$ cat config.mk
export PLATFORM = sky130hd
export DESIGN_NAME = trapezoid_membership_flat
export DESIGN_NICKNAME = d
export VERILOG_FILES = /design/src/tm_pkg.sv /design/src/tm_in_if.sv /design/src/tm_out_if.sv /design/src/tm_cfg_if.sv /design/src/trapezoid_membership.sv /design/src/flat_wrapper.sv
export SDC_FILE = /design/constraint.sdc
export NUM_CORES = 2
export LEC_CHECK = 0
export BUFFER_PORTS_ARGS = -buffer_cell sky130_fd_sc_hd__buf_2
export CORE_MARGIN = 2
export CORE_UTILIZATION = 55
export CTS_CLUSTER_SIZE = 30
export DETAILED_ROUTE_END_ITERATION = 6
export GPL_ROUTABILITY_DRIVEN = 1
export PLACE_DENSITY = 0.71
export SLEW_MARGIN = 20
export SYNTH_ARGS = -nofsm -noshare
export SYNTH_HDL_FRONTEND = slang
export SYNTH_SLANG_ARGS = --single-unit
$ cat constraint.sdc
create_clock -name clk -period 64.3 [get_ports clk]
set_clock_uncertainty 0.15 [all_clocks]
set_input_delay 9.645 -clock clk [delete_from_list [all_inputs] [get_ports clk]]
set_output_delay 9.645 -clock clk [all_outputs]
set_load 0.01 [all_outputs]
$ cat src/tm_pkg.sv
package tm_pkg;

  localparam int CFG_DATA_W = 16;
  localparam int DEGREE_W   = 16;

  localparam logic [CFG_DATA_W-1:0] CORNER_MIN = '0;
  localparam logic [CFG_DATA_W-1:0] CORNER_MAX = '1;

  typedef enum logic [1:0] {
    CFG_CORNER_ONE   = 2'd0,
    CFG_CORNER_TWO   = 2'd1,
    CFG_CORNER_THREE = 2'd2,
    CFG_CORNER_FOUR  = 2'd3
  } cfg_index_t;

  typedef enum logic [1:0] {
    KIND_ZERO = 2'd0,
    KIND_ONE  = 2'd1,
    KIND_RISE = 2'd2,
    KIND_FALL = 2'd3
  } deg_kind_t;

endpackage

$ cat src/tm_in_if.sv
interface tm_in_if #(
  parameter int DATA_WIDTH = 16
);
  logic                  valid;
  logic                  ready;
  logic [DATA_WIDTH-1:0] sample;

  modport source (output valid, output sample, input ready);
  modport sink (input valid, input sample, output ready);
endinterface

$ cat src/tm_out_if.sv
interface tm_out_if
  import tm_pkg::*;
();
  logic                valid;
  logic                ready;
  logic [DEGREE_W-1:0] degree;
  logic                in_support;

  modport source (output valid, output degree, output in_support, input ready);
  modport sink (input valid, input degree, input in_support, output ready);
endinterface

$ cat src/tm_cfg_if.sv
interface tm_cfg_if
  import tm_pkg::*;
();
  logic                  valid;
  logic                  ready;
  cfg_index_t            index;
  logic [CFG_DATA_W-1:0] data;

  modport source (output valid, output index, output data, input ready);
  modport sink (input valid, input index, input data, output ready);
endinterface

$ cat src/trapezoid_membership.sv
// Trapezoidal fuzzy membership of an unsigned sample stream.
//
// cfg_ch writes the four corners (index 0..3: corner one to four). Writes are
// always accepted and must only be issued while no transaction is in flight.
// in_ch carries one sample per transaction; out_ch returns one transaction per
// sample with the membership degree (1 << FRAC_BITS means 1.0) and the flag
// that the sample lies within corner one to corner four, in input order.
//
// Throughput: one sample per cycle unless out_ch.ready stalls the pipeline.
// The ramp quotient comes from a restoring divider unrolled into FRAC_BITS
// stages, one quotient bit per stage, behind a compare stage and a subtract
// stage; an output register follows the divider.
//
// Reset empties the pipeline and loads the corners 0, 0, 65535, 65535.
// When out_ch.ready is low while a result is held, the whole pipeline holds
// and in_ch.ready drops; nothing is lost or repeated.
module trapezoid_membership
  import tm_pkg::*;
#(
  parameter int DATA_WIDTH = 16,
  parameter int FRAC_BITS  = 15
) (
  input  logic       clk,
  input  logic       rst_n,
  tm_cfg_if.sink     cfg_ch,
  tm_in_if.sink      in_ch,
  tm_out_if.source   out_ch
);

  localparam int DW = DATA_WIDTH;
  localparam int FW = FRAC_BITS;

  logic [DW-1:0] corner_one_r;
  logic [DW-1:0] corner_two_r;
  logic [DW-1:0] corner_three_r;
  logic [DW-1:0] corner_four_r;

  logic          adv;

  logic          a_vld_r;
  logic [DW-1:0] a_sample_r;
  deg_kind_t     a_kind_r;
  logic          a_sup_r;
  deg_kind_t     a_kind_nxt;
  logic          a_sup_nxt;

  logic          b_vld_r;
  logic [DW-1:0] b_num_r;
  logic [DW-1:0] b_den_r;
  deg_kind_t     b_kind_r;
  logic          b_sup_r;
  logic [DW-1:0] b_num_nxt;
  logic [DW-1:0] b_den_nxt;

  logic          dv_vld_r  [FW];
  logic [DW-1:0] dv_rem_r  [FW];
  logic [DW-1:0] dv_den_r  [FW];
  logic [FW-1:0] dv_quot_r [FW];
  deg_kind_t     dv_kind_r [FW];
  logic          dv_sup_r  [FW];

  logic          dv_vld_in  [FW];
  logic [DW-1:0] dv_rem_in  [FW];
  logic [DW-1:0] dv_den_in  [FW];
  logic [FW-1:0] dv_quot_in [FW];
  deg_kind_t     dv_kind_in [FW];
  logic          dv_sup_in  [FW];

  logic                out_valid_r;
  logic [DEGREE_W-1:0] out_degree_r;
  logic                out_sup_r;
  logic [FW:0]         deg_nxt;

  assign adv         = !out_valid_r || out_ch.ready;
  assign in_ch.ready = adv;
  assign cfg_ch.ready = 1'b1;

  always_ff @(posedge clk) begin
    if (!rst_n) begin
      corner_one_r   <= DW'(CORNER_MIN);
      corner_two_r   <= DW'(CORNER_MIN);
      corner_three_r <= DW'(CORNER_MAX);
      corner_four_r  <= DW'(CORNER_MAX);
    end else if (cfg_ch.valid) begin
      unique case (cfg_ch.index)
        CFG_CORNER_ONE:   corner_one_r   <= DW'(cfg_ch.data);
        CFG_CORNER_TWO:   corner_two_r   <= DW'(cfg_ch.data);
        CFG_CORNER_THREE: corner_three_r <= DW'(cfg_ch.data);
        CFG_CORNER_FOUR:  corner_four_r  <= DW'(cfg_ch.data);
      endcase
    end
  end

  // classify the sample against the corners
  always_comb begin
    priority if (in_ch.sample <= corner_one_r) begin
      a_kind_nxt = KIND_ZERO;
    end else if (in_ch.sample < corner_two_r) begin
      a_kind_nxt = KIND_RISE;
    end else if (in_ch.sample <= corner_three_r) begin
      a_kind_nxt = KIND_ONE;
    end else if (in_ch.sample < corner_four_r) begin
      a_kind_nxt = KIND_FALL;
    end else begin
      a_kind_nxt = KIND_ZERO;
    end
    a_sup_nxt = (in_ch.sample >= corner_one_r) && (in_ch.sample <= corner_four_r);
  end

  always_ff @(posedge clk) begin
    if (!rst_n) begin
      a_vld_r <= 1'b0;
    end else if (adv) begin
      a_vld_r <= in_ch.valid;
    end
  end

  always_ff @(posedge clk) begin
    if (adv) begin
      a_sample_r <= in_ch.sample;
      a_kind_r   <= a_kind_nxt;
      a_sup_r    <= a_sup_nxt;
    end
  end

  // form ramp numerator and denominator
  always_comb begin
    if (a_kind_r == KIND_FALL) begin
      b_num_nxt = corner_four_r - a_sample_r;
      b_den_nxt = corner_four_r - corner_three_r;
    end else begin
      b_num_nxt = a_sample_r - corner_one_r;
      b_den_nxt = corner_two_r - corner_one_r;
    end
  end

  always_ff @(posedge clk) begin
    if (!rst_n) begin
      b_vld_r <= 1'b0;
    end else if (adv) begin
      b_vld_r <= a_vld_r;
    end
  end

  always_ff @(posedge clk) begin
    if (adv) begin
      b_num_r  <= b_num_nxt;
      b_den_r  <= b_den_nxt;
      b_kind_r <= a_kind_r;
      b_sup_r  <= a_sup_r;
    end
  end

  // restoring divider, one quotient bit per stage
  for (genvar k = 0; k < FW; k++) begin : g_div
    logic [DW+1:0] diff;
    logic          borrow;

    if (k == 0) begin : g_first
      assign dv_vld_in[k]  = b_vld_r;
      assign dv_rem_in[k]  = b_num_r;
      assign dv_den_in[k]  = b_den_r;
      assign dv_quot_in[k] = '0;
      assign dv_kind_in[k] = b_kind_r;
      assign dv_sup_in[k]  = b_sup_r;
    end else begin : g_next
      assign dv_vld_in[k]  = dv_vld_r[k-1];
      assign dv_rem_in[k]  = dv_rem_r[k-1];
      assign dv_den_in[k]  = dv_den_r[k-1];
      assign dv_quot_in[k] = dv_quot_r[k-1];
      assign dv_kind_in[k] = dv_kind_r[k-1];
      assign dv_sup_in[k]  = dv_sup_r[k-1];
    end

    assign diff   = {1'b0, dv_rem_in[k], 1'b0} - {2'b00, dv_den_in[k]};
    assign borrow = diff[DW+1];

    always_ff @(posedge clk) begin
      if (!rst_n) begin
        dv_vld_r[k] <= 1'b0;
      end else if (adv) begin
        dv_vld_r[k] <= dv_vld_in[k];
      end
    end

    always_ff @(posedge clk) begin
      if (adv) begin
        dv_rem_r[k]  <= borrow ? {dv_rem_in[k][DW-2:0], 1'b0} : diff[DW-1:0];
        dv_den_r[k]  <= dv_den_in[k];
        dv_quot_r[k] <= {dv_quot_in[k][FW-2:0], !borrow};
        dv_kind_r[k] <= dv_kind_in[k];
        dv_sup_r[k]  <= dv_sup_in[k];
      end
    end
  end

  always_comb begin
    unique case (dv_kind_r[FW-1])
      KIND_ZERO: deg_nxt = '0;
      KIND_ONE:  deg_nxt = {1'b1, {FW{1'b0}}};
      KIND_RISE: deg_nxt = {1'b0, dv_quot_r[FW-1]};
      KIND_FALL: deg_nxt = {1'b0, dv_quot_r[FW-1]};
    endcase
  end

  always_ff @(posedge clk) begin
    if (!rst_n) begin
      out_valid_r <= 1'b0;
    end else if (adv) begin
      out_valid_r <= dv_vld_r[FW-1];
    end
  end

  always_ff @(posedge clk) begin
    if (adv) begin
      out_degree_r <= DEGREE_W'(deg_nxt);
      out_sup_r    <= dv_sup_r[FW-1];
    end
  end

  assign out_ch.valid      = out_valid_r;
  assign out_ch.degree     = out_degree_r;
  assign out_ch.in_support = out_sup_r;

endmodule

$ cat src/flat_wrapper.sv
// flat-port wrapper written by rule: the top's interface ports become plain ports
module trapezoid_membership_flat import tm_pkg::*;
#(
  parameter int DATA_WIDTH = 16,
  parameter int FRAC_BITS  = 15
)
  (clk, rst_n, cfg_ch_valid, cfg_ch_index, cfg_ch_data, cfg_ch_ready, in_ch_valid, in_ch_sample, in_ch_ready, out_ch_valid, out_ch_degree, out_ch_in_support, out_ch_ready);
  tm_cfg_if cfg_ch_i ();
  tm_in_if #(.DATA_WIDTH(DATA_WIDTH)) in_ch_i ();
  tm_out_if out_ch_i ();
  input  logic clk;
  input  logic rst_n;
  input wire logic [$bits(cfg_ch_i.valid)-1:0] cfg_ch_valid;
  input wire logic [$bits(cfg_ch_i.index)-1:0] cfg_ch_index;
  input wire logic [$bits(cfg_ch_i.data)-1:0] cfg_ch_data;
  output wire logic [$bits(cfg_ch_i.ready)-1:0] cfg_ch_ready;
  input wire logic [$bits(in_ch_i.valid)-1:0] in_ch_valid;
  input wire logic [$bits(in_ch_i.sample)-1:0] in_ch_sample;
  output wire logic [$bits(in_ch_i.ready)-1:0] in_ch_ready;
  output wire logic [$bits(out_ch_i.valid)-1:0] out_ch_valid;
  output wire logic [$bits(out_ch_i.degree)-1:0] out_ch_degree;
  output wire logic [$bits(out_ch_i.in_support)-1:0] out_ch_in_support;
  input wire logic [$bits(out_ch_i.ready)-1:0] out_ch_ready;
  assign cfg_ch_i.valid = cfg_ch_valid;
  assign cfg_ch_i.index = cfg_ch_index;
  assign cfg_ch_i.data = cfg_ch_data;
  assign cfg_ch_ready = cfg_ch_i.ready;
  assign in_ch_i.valid = in_ch_valid;
  assign in_ch_i.sample = in_ch_sample;
  assign in_ch_ready = in_ch_i.ready;
  assign out_ch_valid = out_ch_i.valid;
  assign out_ch_degree = out_ch_i.degree;
  assign out_ch_in_support = out_ch_i.in_support;
  assign out_ch_i.ready = out_ch_ready;
  trapezoid_membership #(.DATA_WIDTH(DATA_WIDTH), .FRAC_BITS(FRAC_BITS)) u_core (.clk(clk), .rst_n(rst_n), .cfg_ch(cfg_ch_i), .in_ch(in_ch_i), .out_ch(out_ch_i));
endmodule
Yosys cells after proc, flatten, opt, wreduce, memory -nomap -nowiden
Memory sizes are Yosys's and may differ from the RTL's. A register that Yosys moved wholly into a read port is not among the register bits.
Cells that the tools add are included.
{"block": "op_classes", "bitwise_logic": 15, "n_lt_le_gt_ge": 6, "n_eq_ne": 7, "n_mux": 41, "multipliers": 0, "div": 0, "shifts": 0, "add_sub_neg": 19, "reduce_logical": 27}
{"cell": "two-way mux 16 bit", "n": 17}
{"cell": "subtractor 17 x 16 -> 18 bit", "n": 15}
{"cell": "subtractor 16 bit", "n": 4}
{"cell": "<= comparator 16 bit", "n": 3}
{"cell": "one-hot mux 16 bit (3 select lines)", "n": 1}
{"cell": "< comparator 16 bit", "n": 2}
{"cell": "two-way mux 1 bit", "n": 20}
{"cell": "logical NOT 1 bit", "n": 17}
{"cell": ">= comparator 16 bit", "n": 1}
{"cell": "bitwise OR 1 bit", "n": 15}
{"cell": "equality test 2 bit, second input constant", "n": 5}
{"cell": "AND reduction 2 bit", "n": 4}
{"cell": "two-way mux 2 bit", "n": 3}
{"cell": "equality test 2 x 1 -> 1 bit, second input constant", "n": 2}
{"cell": "logical NOT 2 bit", "n": 2}
{"cell": "OR reduction 2 bit", "n": 2}
{"cell": "logical AND 1 bit", "n": 1}
{"cell": "logical OR 1 bit", "n": 1}
{"block": "totals", "output_inout_bits": 20, "word_cells": 136, "in_bits": 39, "rom_bits": 0, "ram_bits": 765, "register_bits": 136, "latchBits": 0, "n_memories": 6}
{"memory": "u_core.dv_den_r", "depth": 15, "word_bits": 16, "read_ports": 14, "rd_clocked_by_memory_dff": 0, "write_ports": 15, "line_no": "trapezoid_membership.sv:57", "text": "logic [DW-1:0] dv_den_r [FW];"}
{"memory": "u_core.dv_rem_r", "depth": 15, "word_bits": 16, "read_ports": 14, "rd_clocked_by_memory_dff": 0, "write_ports": 15, "line_no": "trapezoid_membership.sv:56", "text": "logic [DW-1:0] dv_rem_r [FW];"}
{"memory": "u_core.dv_quot_r", "depth": 15, "word_bits": 15, "read_ports": 15, "rd_clocked_by_memory_dff": 0, "write_ports": 15, "line_no": "trapezoid_membership.sv:58", "text": "logic [FW-1:0] dv_quot_r [FW];"}
{"memory": "u_core.dv_kind_r", "depth": 15, "word_bits": 2, "read_ports": 15, "rd_clocked_by_memory_dff": 0, "write_ports": 15, "line_no": "trapezoid_membership.sv:59", "text": "deg_kind_t dv_kind_r [FW];"}
{"memory": "u_core.dv_sup_r", "depth": 15, "word_bits": 1, "read_ports": 15, "rd_clocked_by_memory_dff": 1, "write_ports": 15, "line_no": "trapezoid_membership.sv:60", "text": "logic dv_sup_r [FW];"}
{"memory": "u_core.dv_vld_r", "depth": 15, "word_bits": 1, "read_ports": 15, "rd_clocked_by_memory_dff": 1, "write_ports": 15, "line_no": "trapezoid_membership.sv:55", "text": "logic dv_vld_r [FW];"}

Longest topological paths before layout
{"block": "depth", "word_depth": 6, "ltp_mapped": 12, "depth_no_buf": 12}

Worst setup path before layout
No wires, ideal clock.
{"block": "synth_path", "kind": "input to output", "from": "in out_ch_ready", "to": "out in_ch_ready", "slack_ps": 26039, "arrival_time_ps": 28466, "path_stages": 3, "path_buffers": 1, "required_ps": 54505, "path_cell_list": "nor2b_1 -> inv_1 -> clkbuf_1"}
{"block": "synth_between", "elab_chain_cells": 1}
{"item": "start, declared", "line_no": "flat_wrapper.sv:23", "text": "input wire logic [$bits(out_ch_i.ready)-1:0] out_ch_ready;"}
{"item": "logical OR 1 bit", "line_no": "trapezoid_membership.sv:74", "text": "assign adv = !out_valid_r || out_ch.ready;"}
{"item": "end, declared", "line_no": "flat_wrapper.sv:19", "text": "output wire logic [$bits(in_ch_i.ready)-1:0] in_ch_ready;"}
No other way between the ends.

Worst setup path after layout
Ends and elaborated chain as after synthesis.

==> out/metrics.yaml <==
status:
  status: "complete, no violations"
drt:
  drtIter0Drc: 1560
  drt-total-wl_mm: 76.85
  drc_errors: 0
  wl_per_cell_um: 16.18
  num_vias: 26600
  drt_first_pass_iters: 5
  postRouteAntennaNets: 0
  routed_via_density: 5.601
cells_and_area:
  layout_common_cells: "edfxtp_1, inv_1, ha_1, nand2_1, a21oi_1"
  regArea_mm2: 0.02232
  nets: 4119
  diodes: 0
  drive_above_1_share: 0.07778
  nFillCells: 5844
  syn2layout_area_growth_pct: 9.747
  final_common_cell: "edfxtp_1"
  multi_input_area_mm2: 0.01738
sta:
  setup-violations-final: 0
  rsz0062_at_grt: "false"
  hold_viol_final: 0
  worst_slew_pin_slew_ns: 1.030
  tns_ns: 0
  max_freq_mhz: 47.87
  slew_headroom: 0.3134
  slew_viol_final: 0
  min_period_ns: 20.89
  fin_crit_sh: 0.3249
die:
  die-area_mm2: 0.07746
  fp-row-count: 100
  pin_count: 59
  core_mm2: 0.07445
  initial_utilization: 0.5559
  die_x_um: 278.3
  die_y_um: 278.3
power_and_ir_drop:
  total_power_mw: 2.470
  power.switching_uw: 899.9
  pwr-share-clk: 0.184
  comb_power_share: 0.456
  p_sw_frac: 0.3643
  power_leakage_nw: 18.87
  peakVddDrop_uv: 31.13
  power_frac_seq: 0.360
  internal_power_mw: 1.570
  cellPowerDensity_mw_per_mm2: 54.38
clock_tree:
  cts.clk_slew.worst_paths_ns: 0.05
  clk_latency_ns: 0.64
  cts_resized: 0
  max-clock-path-buffers: 3
  cts_tree: "done"
  htree_levels: 3
  cts_root_buffer: "clkbuf_16"
  cts_sinks: 766
  cts_buffers: 81
  postCtsSetupRepairBufs: 0
  hold_buffers: 0
yosys:
  async_flop_share: 0
  synthDistinctLibCells: 85
  yosys_register_bits: 766
  synth_edf_count: 698
  ys_seq_area_frac: 0.5393
  syn_area_mm2: 0.04139
  syn_area_per_cell_um2: 11.43
  synth-main-ff-cell: "edfxtp_1"
  netlist_instances: 3621
  synth_fp_nets: 4026
  yosys_warnings: 0
global_route:
  grt.overflow.total: 0
  track_usage: 0.1993
  grt_pass1_vias: 26123
  grt_pass1_wl_mm: 126.7
  grt_max_degree: 183
  antenna_found_initial: 0
critical_path:
  crit_type: "primary input to primary output"
  worst_r2r_startpoint: "u_core.corner_four_r[0]$_SDFFE_PN1P_"
  r2r_cells: 12
  endpoint_kind: "primary output"
  reg2reg_to: "u_core.b_num_r[12]$_DFFE_PN_"
  crit_path_max_fanout: 139
  reg2reg_slack_ns: 60.60
  crit_arrival_ns: 11.09
  crit_required_ns: 54.50
  startpoint_type: "primary input"
hold_path:
  holdPathEnd: "u_core.dv_quot_r[1][7]$_DFFE_PN_"
  min_path_cells: 0
  worstHoldStart: "u_core.dv_quot_r[0][111]$_DFFE_PN_"
  hp-class: "flop to flop"
placed_design:
  io_buffers: 57
  place.gp.congestion: 0.8731
  hpwl_mm: 55.77
run:
  cap_violations: 0
cell usage after synthesis (14+ instances only):
cell,n,area [um^2]
nand2b_1,58,362.9
a21oi_1,261,1306
a31oi_1,42,262.8
o21a_1,55,412.9
mux2i_1,14,140.1
and3_1,29,181.4
a21boi_0,46,345.3
nor3_1,46,230.2
o31ai_1,26,195.2
o21ai_0,187,935.9
a211oi_1,31,232.7
mux2_2,46,518.0
a211o_1,29,254.0
nand2_1,290,1089
or2_2,18,112.6
clkbuf_1,43,161.4
a21o_1,90,675.7
dfxtp_1,68,1361
nand3_1,43,215.2
inv_1,380,1426
or3_1,15,93.84
nand4_1,26,162.7
fa_1,18,360.4
edfxtp_1,698,20960
xnor2_1,111,972.2
and2_1,34,212.7
xor2_1,76,665.6
buf_2,16,80.08
nor2_1,193,724.4
a2111oi_0,14,122.6
ha_1,348,4354
o211ai_1,39,292.8
nor2b_1,51,319.1
metrics by stage:
step	worst slack, ns	instances	utilization	instance area [um^2]	hold slack (ns)
floorplan	26.04	3621	-	41390	0.2503
global placement	43.50	4600	0.5746	42770	0.2507
detailed placement	43.47	4600	0.5746	42770	0.2545
CTS	43.45	4749	0.6099	45410	0.2450
global route	43.33	4749	0.6101	45420	0.2486
finish	43.41	4749	0.6101	45420	0.2508
worst max path at each step:
stage,startpoint,end,slack [ns]
2_1_floorplan,out_ch_ready,in_ch_ready,26.04
3_5_place_dp,out_ch_ready,in_ch_ready,43.47
6_report,out_ch_ready,in_ch_ready,43.41
5_1_grt,out_ch_ready,in_ch_ready,43.33
3_3_place_gp,out_ch_ready,in_ch_ready,43.50
4_1_cts,out_ch_ready,in_ch_ready,43.45
flip-flops by register name, indices dropped and copies added, names as in the netlist, 16 cells and up:
signal	flops
u_core.corner_four_r	16
u_core.b_num_r	16
u_core.dv_quot_r	120
u_core.corner_three_r	16
u_core.corner_two_r	16
u_core.a_sample_r	16
u_core.dv_rem_r	224
u_core.b_den_r	16
u_core.out_ch.degree	16
u_core.corner_one_r	16
u_core.dv_kind_r	30
u_core.dv_den_r	224
critical path, stage by stage:
cell	delay (ns)
buf_2	0.10
nor2b_1	0.54
inv_8	0.43
buf_2	0.30
power by group through the flow:
stage          Clock, mW  Sequential, mW  Combinational, mW
2_1_floorplan          0           0.861              0.908
3_3_place_gp           0           0.894               1.09
3_5_place_dp           0           0.899               1.12
4_1_cts            0.465           0.891               1.13
5_1_grt            0.485           0.909               1.27
6_report           0.454           0.890               1.13
layer usage:
layer  vias to the layer above  global-route usage  wire length, um
li1                      13407                   -                -
met1                     12621              0.2446            33090
met2                       430              0.3606            38880
met3                       142             0.02846             2560
met4                         0             0.06500             2314
met5                         -                   0                0
layout make-up:
cell class	count	share of cell area
inverter	381	0.03165
timing repair buffer	76	0.009697
multi-input combinational	2408	0.3826
tap	969	0.02669
clock buffer	107	0.04837
clock inverter	42	0.009559
sequential	766	0.4914
cells by family (layout without fill, tap and decap cells):
| family | Yosys count | count (layout) | share of synthesized area |
|---|---|---|---|
| fa+ha+maj | 366 | 366 | 0.1139 |
| flops | 766 | 766 | 0.5393 |
| compound gates | 932 | 932 | 0.1459 |
| xor+xnor | 187 | 187 | 0.03957 |
| mux | 76 | 76 | 0.02062 |
| other cells | 1 | 1 | 0.00009061 |
| simple gates | 846 | 846 | 0.09856 |
| buf+inv | 447 | 606 | 0.04202 |
(Power assumes the default switching activity.)
